==> src/rtl/arp_address_resolver_defines.svh <==
// Assertion macros shared by the resolver RTL.
// Depends on nothing; included by files that carry concurrent checks.
`ifndef ARP_ADDRESS_RESOLVER_DEFINES_SVH
`define ARP_ADDRESS_RESOLVER_DEFINES_SVH

// Same-cycle implication, disabled during reset.
`define ARP_ASSERT_SAME(label, clk, rst_n, ante, cons, msg) \
    label: assert property (@(posedge clk) disable iff (!rst_n) (ante) |-> (cons)) \
        else $error(msg);

// Next-cycle implication, disabled during reset.
`define ARP_ASSERT_NEXT(label, clk, rst_n, ante, cons, msg) \
    label: assert property (@(posedge clk) disable iff (!rst_n) (ante) |=> (cons)) \
        else $error(msg);

`endif

==> src/rtl/arp_pkg.sv <==
// Types and constants of the ARP resolver.
// No dependencies; imported by arp_core and arp_address_resolver.
package arp_pkg;

    // action codes of an input word
    localparam logic [2:0] ACT_TICK  = 3'd0;
    localparam logic [2:0] ACT_START = 3'd1;
    localparam logic [2:0] ACT_FRAME = 3'd2;
    localparam logic [2:0] ACT_RXERR = 3'd3;
    localparam logic [2:0] ACT_TXERR = 3'd4;

    // result kinds
    localparam logic [2:0] KIND_SEND     = 3'd0;
    localparam logic [2:0] KIND_RESOLVED = 3'd1;
    localparam logic [2:0] KIND_TIMEOUT  = 3'd2;
    localparam logic [2:0] KIND_RXERR    = 3'd3;
    localparam logic [2:0] KIND_TXERR    = 3'd4;

    // configuration register indexes
    localparam logic [1:0] CFG_OWN_MAC     = 2'd0;
    localparam logic [1:0] CFG_FIRST_WAIT  = 2'd1;
    localparam logic [1:0] CFG_SECOND_WAIT = 2'd2;

    localparam logic [15:0] FIRST_WAIT_RESET  = 16'd2000;
    localparam logic [15:0] SECOND_WAIT_RESET = 16'd3000;

    // ARP message constants
    localparam logic [4:0]  ARP_MSG_BYTES  = 5'd28;
    localparam logic [15:0] ARP_OP_REQUEST = 16'h0001;
    localparam logic [15:0] ARP_OP_REPLY   = 16'h0002;
    localparam logic [15:0] ARP_HTYPE_ETH  = 16'h0001;
    localparam logic [15:0] ARP_PTYPE_IPV4 = 16'h0800;
    localparam logic [15:0] ETHERTYPE_ARP  = 16'h0806;

    typedef struct packed {
        logic [2:0]  action;
        logic [31:0] source_ip;
        logic [31:0] target_ip;
        logic [4:0]  frame_length;
        logic [15:0] frame_opcode;
        logic [47:0] frame_sender_mac;
        logic [31:0] frame_sender_ip;
    } arp_item_t;

    typedef struct packed {
        logic [2:0]  result_kind;
        logic [31:0] request_sender_ip;
        logic [31:0] request_target_ip;
        logic [47:0] found_mac;
    } arp_result_t;

    // wait periods handed from the register file to the core
    typedef struct packed {
        logic [15:0] first_wait_ticks;
        logic [15:0] second_wait_ticks;
    } arp_waits_t;

endpackage

==> src/rtl/arp_core.sv <==
// Resolver state machine and result register.
// Depends on arp_pkg and arp_address_resolver_defines.svh.
`include "arp_address_resolver_defines.svh"

module arp_core
    import arp_pkg::*;
(
    input  logic        clk,
    input  logic        rst_n,
    input  logic        item_valid,
    input  arp_item_t   item,
    input  arp_waits_t  waits,
    output logic        take,
    output logic        out_valid,
    input  logic        out_ready,
    output arp_result_t result
);

    typedef enum logic [1:0] {
        PH_IDLE   = 2'd0,
        PH_FIRST  = 2'd1,
        PH_SECOND = 2'd2
    } phase_t;

    phase_t      phase_reg, phase_next;
    logic [15:0] countdown_reg, countdown_next;
    logic [31:0] held_source_ip_reg, held_source_ip_next;
    logic [31:0] held_target_ip_reg, held_target_ip_next;
    logic        out_valid_reg, out_valid_next;
    arp_result_t result_reg, result_next;

    logic        busy;
    logic        emit;
    arp_result_t res;

    // result slot is free when empty or being drained this cycle
    assign take = item_valid && (!out_valid_reg || out_ready);
    assign busy = (phase_reg == PH_FIRST) || (phase_reg == PH_SECOND);

    always_comb
    begin
        phase_next          = phase_reg;
        countdown_next      = countdown_reg;
        held_source_ip_next = held_source_ip_reg;
        held_target_ip_next = held_target_ip_reg;
        emit                = 1'b0;
        res                 = '0;

        if (!busy) begin
            if (item.action == ACT_START)
            begin
                held_source_ip_next   = item.source_ip;
                held_target_ip_next   = item.target_ip;
                countdown_next        = waits.first_wait_ticks;
                phase_next            = PH_FIRST;
                emit                  = 1'b1;
                res.result_kind       = KIND_SEND;
                res.request_sender_ip = item.source_ip;
                res.request_target_ip = item.target_ip;
            end
        end
        else
        begin
            case (item.action)
                ACT_TICK:
                begin
                    if (countdown_reg > 16'd1)
                    begin
                        countdown_next = countdown_reg - 16'd1;
                    end
                    else if (phase_reg == PH_FIRST)
                    begin
                        // first wait over: resend
                        countdown_next        = waits.second_wait_ticks;
                        phase_next            = PH_SECOND;
                        emit                  = 1'b1;
                        res.result_kind       = KIND_SEND;
                        res.request_sender_ip = held_source_ip_reg;
                        res.request_target_ip = held_target_ip_reg;
                    end
                    else
                    begin
                        countdown_next  = '0;
                        phase_next      = PH_IDLE;
                        emit            = 1'b1;
                        res.result_kind = KIND_TIMEOUT;
                    end
                end
                ACT_FRAME:
                begin
                    if (item.frame_length >= ARP_MSG_BYTES
                        && item.frame_opcode == ARP_OP_REPLY
                        && item.frame_sender_ip == held_target_ip_reg)
                    begin
                        countdown_next  = '0;
                        phase_next      = PH_IDLE;
                        emit            = 1'b1;
                        res.result_kind = KIND_RESOLVED;
                        res.found_mac   = item.frame_sender_mac;
                    end
                end
                ACT_RXERR:
                begin
                    countdown_next  = '0;
                    phase_next      = PH_IDLE;
                    emit            = 1'b1;
                    res.result_kind = KIND_RXERR;
                end
                ACT_TXERR:
                begin
                    // only the first send can fail the resolve
                    if (phase_reg == PH_FIRST)
                    begin
                        countdown_next  = '0;
                        phase_next      = PH_IDLE;
                        emit            = 1'b1;
                        res.result_kind = KIND_TXERR;
                    end
                end
                default:
                begin
                end
            endcase
        end
    end

    always_comb
    begin
        if (take)
        begin
            out_valid_next = emit;
            result_next    = res;
        end
        else
        begin
            out_valid_next = out_valid_reg && !out_ready;
            result_next    = result_reg;
        end
    end

    always_ff @(posedge clk or negedge rst_n)
    begin
        if (!rst_n)
        begin
            phase_reg          <= PH_IDLE;
            countdown_reg      <= '0;
            held_source_ip_reg <= '0;
            held_target_ip_reg <= '0;
            out_valid_reg      <= 1'b0;
            result_reg         <= '0;
        end
        else
        begin
            if (take)
            begin
                phase_reg          <= phase_next;
                countdown_reg      <= countdown_next;
                held_source_ip_reg <= held_source_ip_next;
                held_target_ip_reg <= held_target_ip_next;
            end
            out_valid_reg <= out_valid_next;
            result_reg    <= result_next;
        end
    end

    assign out_valid = out_valid_reg;
    assign result    = result_reg;

    // assertions
    `ARP_ASSERT_SAME(a_idle_count_zero, clk, rst_n,
        phase_reg == PH_IDLE, countdown_reg == 16'd0,
        "countdown left nonzero while idle")
    `ARP_ASSERT_NEXT(a_idle_ignores, clk, rst_n,
        take && phase_reg == PH_IDLE && item.action != ACT_START,
        phase_reg == PH_IDLE,
        "non-start word left idle")
    `ARP_ASSERT_NEXT(a_no_return_first, clk, rst_n,
        take && phase_reg == PH_SECOND, phase_reg != PH_FIRST,
        "second wait went back to first wait")
    `ARP_ASSERT_SAME(a_ip_only_on_send, clk, rst_n,
        out_valid_reg && result_reg.result_kind != KIND_SEND,
        result_reg.request_sender_ip == 32'd0 && result_reg.request_target_ip == 32'd0,
        "request address fields set on a non-send result")

endmodule

==> src/rtl/arp_address_resolver.sv <==
// ARP resolver with one retry: input register, config registers, core.
// Depends on arp_pkg and arp_core.
//
// Usage:
//   Input channel (in_valid/in_ready) carries one word per event: a
//   millisecond tick, a start with source and target IPv4 addresses, a
//   received ARP message, a receive error or a failed first send.
//   Output channel (out_valid/out_ready) returns at most one word per
//   input word: send request, resolved MAC, timeout, receive error or
//   send error. Words that cause no result are simply consumed.
//   Config channel (cfg_valid/cfg_ready, cfg_index, cfg_data) writes
//   own_mac (0), first_wait_ticks (1), second_wait_ticks (2); other
//   indexes are dropped. cfg_ready is always high; write only when idle.
// Timing:
//   A word lands in the input register; once the result slot is free, the
//   state machine updates from it and loads the result register.
//   Throughput is one word per cycle while out_ready keeps the result slot free.
// Reset (rst_n low, async): state idle, counters and held addresses zero,
//   waits back to 2000 and 3000 ticks, no result pending.
// Stall: while out_ready is low and a result is held, the input register
//   holds its word and in_ready drops once that register is full.
module arp_address_resolver
    import arp_pkg::*;
(
    input  logic        clk,
    input  logic        rst_n,

    input  logic        in_valid,
    output logic        in_ready,
    input  logic [2:0]  action,
    input  logic [31:0] source_ip,
    input  logic [31:0] target_ip,
    input  logic [4:0]  frame_length,
    input  logic [15:0] frame_opcode,
    input  logic [47:0] frame_sender_mac,
    input  logic [31:0] frame_sender_ip,

    output logic        out_valid,
    input  logic        out_ready,
    output logic [2:0]  result_kind,
    output logic [31:0] request_sender_ip,
    output logic [31:0] request_target_ip,
    output logic [47:0] found_mac,

    input  logic        cfg_valid,
    output logic        cfg_ready,
    input  logic [1:0]  cfg_index,
    input  logic [47:0] cfg_data
);

    logic        in_valid_reg;
    arp_item_t   item_reg;
    logic        take;
    arp_result_t result;

    // config registers; own_mac_reg is held here but feeds no output
    logic [47:0] own_mac_reg;
    arp_waits_t  waits_reg;

    assign cfg_ready = 1'b1;

    always_ff @(posedge clk or negedge rst_n)
    begin
        if (!rst_n)
        begin
            own_mac_reg                 <= '0;
            waits_reg.first_wait_ticks  <= FIRST_WAIT_RESET;
            waits_reg.second_wait_ticks <= SECOND_WAIT_RESET;
        end
        else if (cfg_valid)
        begin
            case (cfg_index)
                CFG_OWN_MAC:     own_mac_reg                 <= cfg_data;
                CFG_FIRST_WAIT:  waits_reg.first_wait_ticks  <= cfg_data[15:0];
                CFG_SECOND_WAIT: waits_reg.second_wait_ticks <= cfg_data[15:0];
                default:
                begin
                end
            endcase
        end
    end

    // input register: refills in the same cycle the core takes its word
    assign in_ready = !in_valid_reg || take;

    always_ff @(posedge clk or negedge rst_n)
    begin
        if (!rst_n)
        begin
            in_valid_reg <= 1'b0;
            item_reg     <= '0;
        end
        else if (in_ready)
        begin
            in_valid_reg <= in_valid;
            if (in_valid)
            begin
                item_reg.action           <= action;
                item_reg.source_ip        <= source_ip;
                item_reg.target_ip        <= target_ip;
                item_reg.frame_length     <= frame_length;
                item_reg.frame_opcode     <= frame_opcode;
                item_reg.frame_sender_mac <= frame_sender_mac;
                item_reg.frame_sender_ip  <= frame_sender_ip;
            end
        end
    end

    arp_core u_core (
        .clk        (clk),
        .rst_n      (rst_n),
        .item_valid (in_valid_reg),
        .item       (item_reg),
        .waits      (waits_reg),
        .take       (take),
        .out_valid  (out_valid),
        .out_ready  (out_ready),
        .result     (result)
    );

    assign result_kind       = result.result_kind;
    assign request_sender_ip = result.request_sender_ip;
    assign request_target_ip = result.request_target_ip;
    assign found_mac         = result.found_mac;

endmodule
==> config.mk <==
export PLATFORM = sky130hd
export DESIGN_NAME = arp_address_resolver
export DESIGN_NICKNAME = d
export VERILOG_FILES = /design/src/rtl/arp_pkg.sv /design/src/rtl/arp_core.sv /design/src/rtl/arp_address_resolver.sv
export VERILOG_INCLUDE_DIRS = /design/src /design/src/rtl
export SDC_FILE = /design/constraint.sdc
export NUM_CORES = 1
export LEC_CHECK = 0
export ABC_AREA = 1
export ABC_CLOCK_PERIOD_IN_PS = 1940
export BUFFER_PORTS_ARGS = -buffer_cell sky130_fd_sc_hd__buf_4
export CELL_PAD_IN_SITES_DETAIL_PLACEMENT = 1
export CELL_PAD_IN_SITES_GLOBAL_PLACEMENT = 2
export CORE_MARGIN = 3
export CORE_UTILIZATION = 31
export CTS_CLUSTER_DIAMETER = 100
export DETAILED_ROUTE_END_ITERATION = 6
export PLACE_DENSITY = 0.81
export SETUP_SLACK_MARGIN = 0.02
export SLEW_MARGIN = 20
export SYNTH_ARGS = -nofsm -noshare
export SYNTH_HDL_FRONTEND = slang
export SYNTH_SLANG_ARGS = --single-unit
==> constraint.sdc <==
create_clock -name clk -period 1.94 [get_ports clk]
set_clock_uncertainty 0.15 [all_clocks]
set_input_delay 0.194 -clock clk [delete_from_list [all_inputs] [get_ports clk]]
set_output_delay 0.194 -clock clk [all_outputs]
set_load 0.1 [all_outputs]
==> flow_summary.json, run 1 <==
{
  "maxSlewViolCount": 0,
  "insertion_delay_ps": 580,
  "rsz0062_at_grt": "yes",
  "io_pins": 341,
  "ys_seq_area_frac": 0.584,
  "largest_register_ffs": 166,
  "cp_slowest_stage_delay_ps": 390,
  "crit_required_ps": 2250,
  "crit_fanout": 7,
  "synth_cells": 1648,
  "place_inst": 2690,
  "cts_max_level": 2,
  "clockRootBuffer": "clkbuf_16",
  "clkSlewWorstSetupHoldPaths_ps": 60,
  "hold_viol": 0,
  "setup_ws_ps": -147,
  "layout_common_cells": "nand2_1, buf_4, dfrtp_1",
  "cts_tree": "done",
  "final_antenna_net_count": 0,
  "syn_to_final_growth_pct": 57.3,
  "critPathKind": "reg2reg",
  "relSlewSlack": 0.643,
  "setup_violations": 125,
  "avgSynthCellArea_um2": 10.3,
  "p_leak_nw": 13.3,
  "fmax_mhz": 479,
  "period_share": 1.08,
  "grt_pass1_wl_mm": 94.6,
  "grt_pass1_vias": 16500,
  "numPortBuffers": 305,
  "core_um2": 54100,
  "syn_area_um2": 17000,
  "start_util": 0.315,
  "drive_above_1_share": 0.418,
  "place_area_um2": 21100,
  "wl_per_cell_um": 22.2,
  "finalInstanceArea_um2": 26800,
  "cp_data_arrival_time_ps": 2400,
  "layout_min_cycle_time_ps": 2090,
  "crit_chain": "inv_2 -> ha_4 -> buf_6 -> o21ai_4 -> nor2_4 -> nand3_4 -> nor2_8 -> clkinv_8 -> buf_12 -> o311ai_4",
  "fin_setup_tns_ps": -10380,
  "grt_remaining_overflow": 0,
  "power.density_cell_area_nw_per_um2": 1130,
  "die_area_um2": 57800,
  "utilization": 0.495,
  "avgViaCountPerCell": 4.90,
  "track_usage": 0.211,
  "status": "finished with violations",
  "yosysWarnings": 0,
  "worstMarginPinSlew_ps": 536,
  "drtIter0Drc": 791,
  "die_y_um": 240,
  "numCtsBuffers": 46,
  "synth-seq-cells": 397,
  "die_w_um": 240,
  "final_nets": 2527,
  "drv_cap": 0,
  "ir_drop_v": 0.000819,
  "startpoint_type": "flop",
  "first_pass_iters": 7,
  "violations": "design-rule violations, negative setup slack",
  "antenna_found_initial": 7,
  "final_common_cell": "nand2_1",
  "synth_nets": 1874,
  "drc": 2,
  "final_cell_count_no_fill": 3037,
  "vias": 14900,
  "cts_sinks": 397,
  "yosysUniqueCellTypes": 41,
  "crit_slowest_cell": "dfrtp_1",
  "cts.path.max_buffers": 3,
  "placementRows": 85,
  "dpl.hpwl_mm": 37.7,
  "routabilityCongestion": 0.828,
  "worstSetupEndpointType": "flop",
  "routed_wl_mm": 67.5,
  "hp-class": "in2reg",
  "grt_max_degree": 69
}
==> per-layer routing <==
| metal | track usage | vias to the layer above | share of wire |
|---|---|---|---|
| li1 | - | 6768 | - |
| met1 | 0.256 | 7601 | 0.40 |
| met2 | 0.373 | 356 | 0.52 |
| met3 | 0.0356 | 148 | 0.040 |
| met4 | 0.0836 | 2 | 0.038 |
| met5 | 0 | - | 0.00019 |
==> cells in the mapped netlist <==
master | instances | area, um2
nor2_1 | 65 | 244
dfstp_2 | 13 | 342
nor2_4 | 3 | 33.8
xnor2_1 | 18 | 158
nor3_1 | 2 | 10.0
nand3_2 | 1 | 10.0
dfrtp_1 | 384 | 9610
nand2_1 | 500 | 1880
or2_2 | 1 | 6.26
nand2_4 | 1 | 11.3
conb_1 | 1 | 3.75
nand2_2 | 3 | 18.8
inv_4 | 1 | 6.26
o21ai_0 | 120 | 601
clkbuf_1 | 36 | 135
nand3_1 | 44 | 220
buf_4 | 6 | 45.0
nand3_4 | 2 | 35.0
mux2_2 | 148 | 1670
buf_2 | 36 | 180
buf_6 | 5 | 56.3
o21ai_4 | 1 | 16.3
a31oi_1 | 1 | 6.26
nand3b_1 | 3 | 22.5
a21oi_1 | 25 | 125
a21oi_2 | 1 | 8.76
o311ai_2 | 39 | 634
clkinv_1 | 1 | 3.75
o22ai_1 | 1 | 6.26
buf_1 | 2 | 7.51
nor2_2 | 7 | 43.8
inv_1 | 82 | 308
and2_1 | 2 | 12.5
xor2_1 | 8 | 70.1
o21ai_2 | 1 | 8.76
ha_1 | 3 | 37.5
a22o_1 | 1 | 8.76
nand4_1 | 47 | 294
o21ai_1 | 14 | 70.1
inv_2 | 18 | 67.6
nor2_8 | 1 | 20.0
==> kinds of logic (layout without fill, tap and decap cells) <==
logic type	count (synthesis)	count (layout)	share of synthesized area
AO/OA/AOI/OAI	204	204	0.0872
XOR/XNOR	26	26	0.0134
adder cells (fa/ha/maj)	3	3	0.00220
buffers and inverters	187	870	0.0475
flip-flops	397	397	0.584
multiplexers	148	148	0.0978
other	1	7	0.000220
AND/OR/NAND/NOR	682	686	0.168
==> power breakdown <==
part | switching [mW] | leakage [nW] | internal, mW
Combinational | 6.35 | 7.65 | 4.26
Clock | 3.70 | 0.724 | 4.88
Sequential | 1.21 | 4.93 | 9.93
Total | 11.3 | 13.3 | 19.1
==> critical path: cells and delay by family, from the launching register on <==
family,cells,cell delay [ps]
adder cells (fa/ha/maj),1,140
flip-flops,1,390
AO/OA/AOI/OAI,2,330
buffers and inverters,4,520
AND/OR/NAND/NOR,3,430
==> worst paths after layout <==
kind / slack [ps] / endpoint / depth (start not counted) / startpoint
min in group asynchronous: 190 / waits_reg[25] / 2 / rst_n
setup reg to reg: -150 / u_core.result[107] / 10 / u_core.countdown_reg[1]
max in group asynchronous: 960 / u_core.result[59] / 3 / rst_n
hold / removal: 100 / waits_reg[3] / 5 / cfg_index[0]
setup / recovery: -150 / u_core.result[107] / 10 / u_core.countdown_reg[1]
hold reg to reg: 320 / u_core.held_source_ip_reg[4] / 2 / u_core.held_source_ip_reg[4]
==> through the flow <==
stage	setup WS, ps	power (mW)	hold WS, ps
floorplan	-99.0	16.2	-252
global placement	-330	19.5	-25.6
detailed placement	-430	19.8	-25.4
CTS	-151	29.3	35.8
global route	-267	31.9	116
finish	-147	30.3	96.4
==> area by class of cell <==
class                   count  area (um2)
fillers                  5731       27300
repair buffers            685        6650
repair inverters            1        11.3
clock inverters            14        93.8
flip-flops and latches    397        9950
diodes                      6        15.0
inverters                 102         398
clock buffers              68        1370
multi-input cells        1068        7450
well taps                 696         871
==> repair_timing <==
action	4_1_cts	5_1_grt
pin swaps	20	34
setup endpoints to repair	197	265
gates cloned	8	26
resized for setup	127	228
hold buffers	196	0
setup buffers	10	24
hold endpoints to repair	595	0
No activity file was read; power rests on OpenSTA's default activity.
==> run 2, diff against run 1 <==
- CELL_PAD_IN_SITES_DETAIL_PLACEMENT: 1 -> not set
- CELL_PAD_IN_SITES_GLOBAL_PLACEMENT: 2 -> not set
- CORE_UTILIZATION: 31 -> 50
- PLACE_DENSITY: 0.81 -> 0.82
==> run 2 against run 1 <==
Compared with the run above:
- wire length shrank 10%
- critical path type unchanged
- non-clock buffer count shrank 72
- setup slack gained 12 ps
- the run ends with negative setup slack left
- utilization grew 26 points
- sequential share of layout area grew 2.8 points
- worst hold slack lost 74 ps
- critical path depth shrank 3
- combinational power shrank 7%
- flip-flop and latch count is the same
==> flow_summary.json, run 2 (synthesis gave the netlist of run 1 again) <==
{
  "routed_wl_mm": 60.7,
  "avgViaCountPerCell": 5.73,
  "finalPower_mw": 29.4,
  "routabilityCongestion": 0.948,
  "whs_endpoint": "waits_reg[25]",
  "layout_min_cycle_time_ps": 2070,
  "drc": 0,
  "dpl.hpwl_mm": 32.6,
  "setup_violations": 103,
  "drtIter0Drc": 1307,
  "reg2reg_from": "u_core.phase_reg[0]",
  "p_leak_nw": 12.0,
  "ir_drop_v": 0.000881,
  "crit_fanout": 20,
  "r2r-end": "u_core.held_target_ip_reg[30]",
  "grt_pass1_vias": 16400,
  "worstHoldStart": "cfg_valid",
  "regArea_um2": 9960,
  "numCtsBuffers": 43,
  "reg2reg_setup_slack_ps": -130,
  "final_antenna_net_count": 0,
  "fmax_mhz": 482,
  "track_usage": 0.314,
  "worstSetupEndpointType": "flop",
  "holdWs_ps": 22.2,
  "placementRows": 66,
  "first_pass_iters": 5,
  "setup_ws_ps": -135,
  "dp_worst_setup_slack_ps": -123,
  "die_y_um": 191,
  "power.density_cell_area_nw_per_um2": 1180,
  "drv_cap": 0,
  "start_util": 0.516,
  "nFillCells": 1988,
  "die_area_um2": 36300,
  "numPortBuffers": 305,
  "critPathKind": "reg2reg",
  "clockRootBuffer": "clkbuf_16",
  "io_pins": 341,
  "relSlewSlack": 0.359,
  "hp-class": "in2reg",
  "place_inst": 2392,
  "cts_tree": "done",
  "multi_input_area_um2": 6880,
  "layout_common_cells": "nand2_1, dfrtp_1, buf_4",
  "drive_above_1_share": 0.372,
  "ff2ff_path_depth": 7,
  "clkSlewWorstSetupHoldPaths_ps": 60,
  "hold_viol": 0,
  "worstMarginPinSlew_ps": 962,
  "rsz0062_at_grt": "yes",
  "violations": "negative setup slack",
  "period_share": 1.07,
  "maxSlewViolCount": 0,
  "core_um2": 33000,
  "utilization": 0.754,
  "final_cell_count_no_fill": 2701,
  "insertion_delay_ps": 550,
  "largest_register_ffs": 166,
  "final_common_cell": "nand2_1",
  "grt_remaining_overflow": 0,
  "cts.path.max_buffers": 3,
  "whs_path_depth": 5,
  "wl_per_cell_um": 22.5,
  "syn_to_final_growth_pct": 46.2,
  "vias": 15500,
  "cts_max_level": 2,
  "grt_max_degree": 82,
  "final_nets": 2450,
  "antenna_found_initial": 3,
  "cts_sinks": 397,
  "cp_data_arrival_time_ps": 2370,
  "startpoint_type": "flop",
  "grt_pass1_wl_mm": 89.1,
  "crit_required_ps": 2230,
  "status": "finished with violations",
  "die_w_um": 191
}
-- run 2: cell types whose count changed in the layout (fill, tap and decap cells not counted), moves of 8 or more --
cell	change
clkinv_2	-8
o311ai_2	+27
dlygate4sd3_1	-9
nand2_1	+52
o311ai_4	-27
o21ai_1	-17
o21ai_0	+31
o21ai_2	-15
buf_4	-33
buf_6	-9
nand2_2	-38
clkbuf_16	-15
nand2_4	-15
-- run 2: layer usage --
layer  wire length (um)  track usage
met4               4080        0.180
met5                  0            0
met2              30900        0.547
met3               3870       0.0520
met1              21900        0.367
-- run 2: worst max-delay path, stage by stage, from the launching register on --
cell and delay [ps]:
dfrtp_1 420, ha_4 310, nand4_1 170, nor2_4 200, buf_6 200, buf_12 190, nand2_1 160, o21ai_0 160
-- run 2: power breakdown --
group	total (mW)	internal (mW)	switching, mW
Clock	8.35	4.93	3.42
Sequential	11.2	9.94	1.28
Combinational	9.84	3.82	6.02
Total	29.4	18.7	10.7
-- run 2: how the worst max path moves through the flow --
stage          slack, ps  cells past startpoint           startpoint                       endpoint
4_1_cts               -4                     11     u_core.out_valid        u_core.countdown_reg[2]
5_1_grt             -210                      7  u_core.phase_reg[0]  u_core.held_target_ip_reg[30]
3_5_place_dp        -120                     11         item_reg[84]        u_core.countdown_reg[9]
6_report            -130                      7  u_core.phase_reg[0]  u_core.held_target_ip_reg[30]
2_1_floorplan       -100                      7     u_core.out_valid                    item_reg[0]
3_3_place_gp        -110                     11         item_reg[84]        u_core.countdown_reg[9]
-- run 2: repair_timing --
item,in CTS,in global routing
buffers inserted,14,14
cloned,7,8
hold endpoints to repair,552,0
resized for setup,87,107
pin swaps,24,28
hold buffers,187,0
endpoints found under the setup margin,196,218
-- run 2: area by class of cell --
type | instances | share of cell area
sequential | 397 | 0.400
tap | 442 | 0.0222
inverter | 102 | 0.0157
clock inverter | 8 | 0.00442
clock buffer | 68 | 0.0530
multi-input combinational | 1067 | 0.276
timing repair buffer | 613 | 0.229
antenna | 4 | 0.000402
-- run 2: through the flow --
| step | TNS (ps) | instance area, um2 |
|---|---|---|
| 6_report | -6150 | 24900 |
| 5_1_grt | -18820 | 24900 |
| 4_1_cts | -10.4 | 24200 |
| 3_5_place_dp | -6170 | 20500 |
| 3_3_place_gp | -1580 | 20500 |
| 2_1_floorplan | -12250 | 17200 |
==> run 3, diff against run 2 <==
- ABC_CLOCK_PERIOD_IN_PS: 1940 -> 2029
- CORE_MARGIN: 3 -> 2
- CORE_UTILIZATION: 50 -> 55
- PLACE_DENSITY: 0.82 -> 0.86
- clock period: 1.94 -> 2.03 ns (I/O delays scaled with it)
==> run 3 against run 2 <==
Compared with the run above:
- the flow still finishes with violations (negative setup slack)
- clock power is 4.7% lower
- setup slack better by 35 ps
- critical path depth is 4 higher
- sequential share of layout area is 0.97 points higher
- via count is 0.90% higher
- utilization is 4.3 points higher
- register-to-register slack better by 40 ps
- maximum frequency is 2.6% lower
- flip-flop and latch count stayed put
- critical endpoint is now u_core.result[24]
- highest routed layer is now met5
==> flow_summary.json, run 3 (synthesis gave the netlist of run 1 again) <==
{
  "antenna_found_initial": 7,
  "grt_remaining_overflow": 0,
  "crit_slowest_cell": "dfrtp_1",
  "multi_input_area_um2": 6770,
  "path_common_cell": "nand2_1",
  "reg2reg_from": "item_reg[14]",
  "avgViaCountPerCell": 5.96,
  "setup_ws_ps": -99.3,
  "status": "finished with violations",
  "crit_required_ps": 2330,
  "numPortBuffers": 305,
  "grt_pass1_wl_mm": 87.0,
  "critPathLaunch": "item_reg[14]",
  "utilization": 0.797,
  "grt_pass1_vias": 16200,
  "drv_cap": 0,
  "io_pins": 341,
  "die_area_um2": 32400,
  "cts.path.max_buffers": 3,
  "first_pass_iters": 6,
  "largest_register_ffs": 166,
  "numCtsBuffers": 42,
  "track_usage": 0.339,
  "layout_min_cycle_time_ps": 2130,
  "critPathBufInv": 3,
  "setup_violations": 41,
  "power.density_cell_area_nw_per_um2": 1130,
  "fmax_mhz": 470,
  "p_leak_nw": 11.8,
  "final_cell_count_no_fill": 2622,
  "rsz0062_at_grt": "yes",
  "start_util": 0.559,
  "ir_drop_v": 0.000866,
  "core_um2": 30500,
  "hp-class": "in2reg",
  "final_common_cell": "nand2_1",
  "die_w_um": 180,
  "clkSlewWorstSetupHoldPaths_ps": 70,
  "final_nets": 2416,
  "cts_sinks": 397,
  "cts_max_level": 2,
  "regArea_um2": 9960,
  "routed_wl_mm": 61.2,
  "die_y_um": 180,
  "holdWs_ps": 11.0,
  "vias": 15600,
  "maxSlewViolCount": 0,
  "drive_above_1_share": 0.346,
  "grt_max_degree": 111,
  "routabilityCongestion": 0.905,
  "worstSetupEndpointType": "flop",
  "clockRootBuffer": "clkbuf_16",
  "dp_worst_setup_slack_ps": -65.8,
  "cts_tree": "done",
  "violations": "negative setup slack",
  "drc": 0,
  "nFillCells": 1647,
  "worstHoldStart": "cfg_valid",
  "critPathKind": "reg2reg",
  "dpl.hpwl_mm": 30.3,
  "drtIter0Drc": 1313,
  "period_share": 1.05,
  "crit_chain": "inv_1 -> nand2_1 -> nand2_1 -> nand2_1 -> nor2_2 -> nand2_2 -> nor2_4 -> nand4_1 -> buf_6 -> clkbuf_16 -> o21ai_2",
  "insertion_delay_ps": 560,
  "place_inst": 2324,
  "finalPower_mw": 27.6,
  "wl_per_cell_um": 23.4,
  "final_antenna_net_count": 0,
  "crit_fanout": 12,
  "placementRows": 64,
  "hold_viol": 0,
  "crit_family": "simple AND/OR/NAND/NOR gates",
  "cp_data_arrival_time_ps": 2430,
  "startpoint_type": "flop",
  "syn_to_final_growth_pct": 42.7,
  "layout_common_cells": "nand2_1, dfrtp_1, buf_4",
  "cp_slowest_stage_delay_ps": 400
}
run 3: cell type report:
| type | instances | area share |
|---|---|---|
| Tap cell | 396 | 0.0204 |
| Sequential cell | 397 | 0.409 |
| Antenna cell | 5 | 0.000514 |
| Clock inverter | 10 | 0.00509 |
| Multi-Input combinational cell | 1066 | 0.278 |
| Timing Repair Buffer | 581 | 0.217 |
| Inverter | 102 | 0.0163 |
| Clock buffer | 65 | 0.0526 |
run 3: metal layers:
layer,GRT usage,share of wire
met1,0.382,0.34
met4,0.232,0.083
met2,0.582,0.49
met5,0,0.00064
met3,0.0679,0.085
run 3: repair_timing:
action,CTS,global route
gates resized for setup,10,112
setup buffers,4,16
hold buffers,186,0
endpoints found under the hold margin,597,0
pin swaps,2,32
gates cloned,1,11
setup endpoints to repair,39,183
run 3: path summary, 6_finish.rpt:
check	slack (ps)	depth (start not counted)	endpoint
worst min register to register	320	2	u_core.held_source_ip_reg[23]
min in group asynchronous	100	2	waits_reg[8]
max in group asynchronous	700	3	waits_reg[13]
worst max register to register	-100	11	u_core.result[24]
worst max-delay path	-100	11	u_core.result[24]
worst min-delay path	10	5	waits_reg[20]
run 3: per-stage QoR:
| stage | cell area [um2] | setup TNS [ps] |
|---|---|---|
| 2_1_floorplan | 17200 | -813 |
| 3_5_place_dp | 20200 | -892 |
| 5_1_grt | 24300 | -6150 |
| 3_3_place_gp | 20200 | 0 |
| 4_1_cts | 23500 | 0 |
| 6_report | 24300 | -1310 |
run 3: power breakdown:
part / switching [mW] / leakage (nW) / internal [mW]
Sequential: 1.24 / 4.93 / 9.49
Clock: 3.35 / 0.687 / 4.61
Combinational: 5.62 / 6.18 / 3.27
run 3: tightest hold or removal path: stages:
cell and delay [ps]:
buf_4 80, nand2_1 50, buf_4 220, nand2_1 80
o21ai_0 70
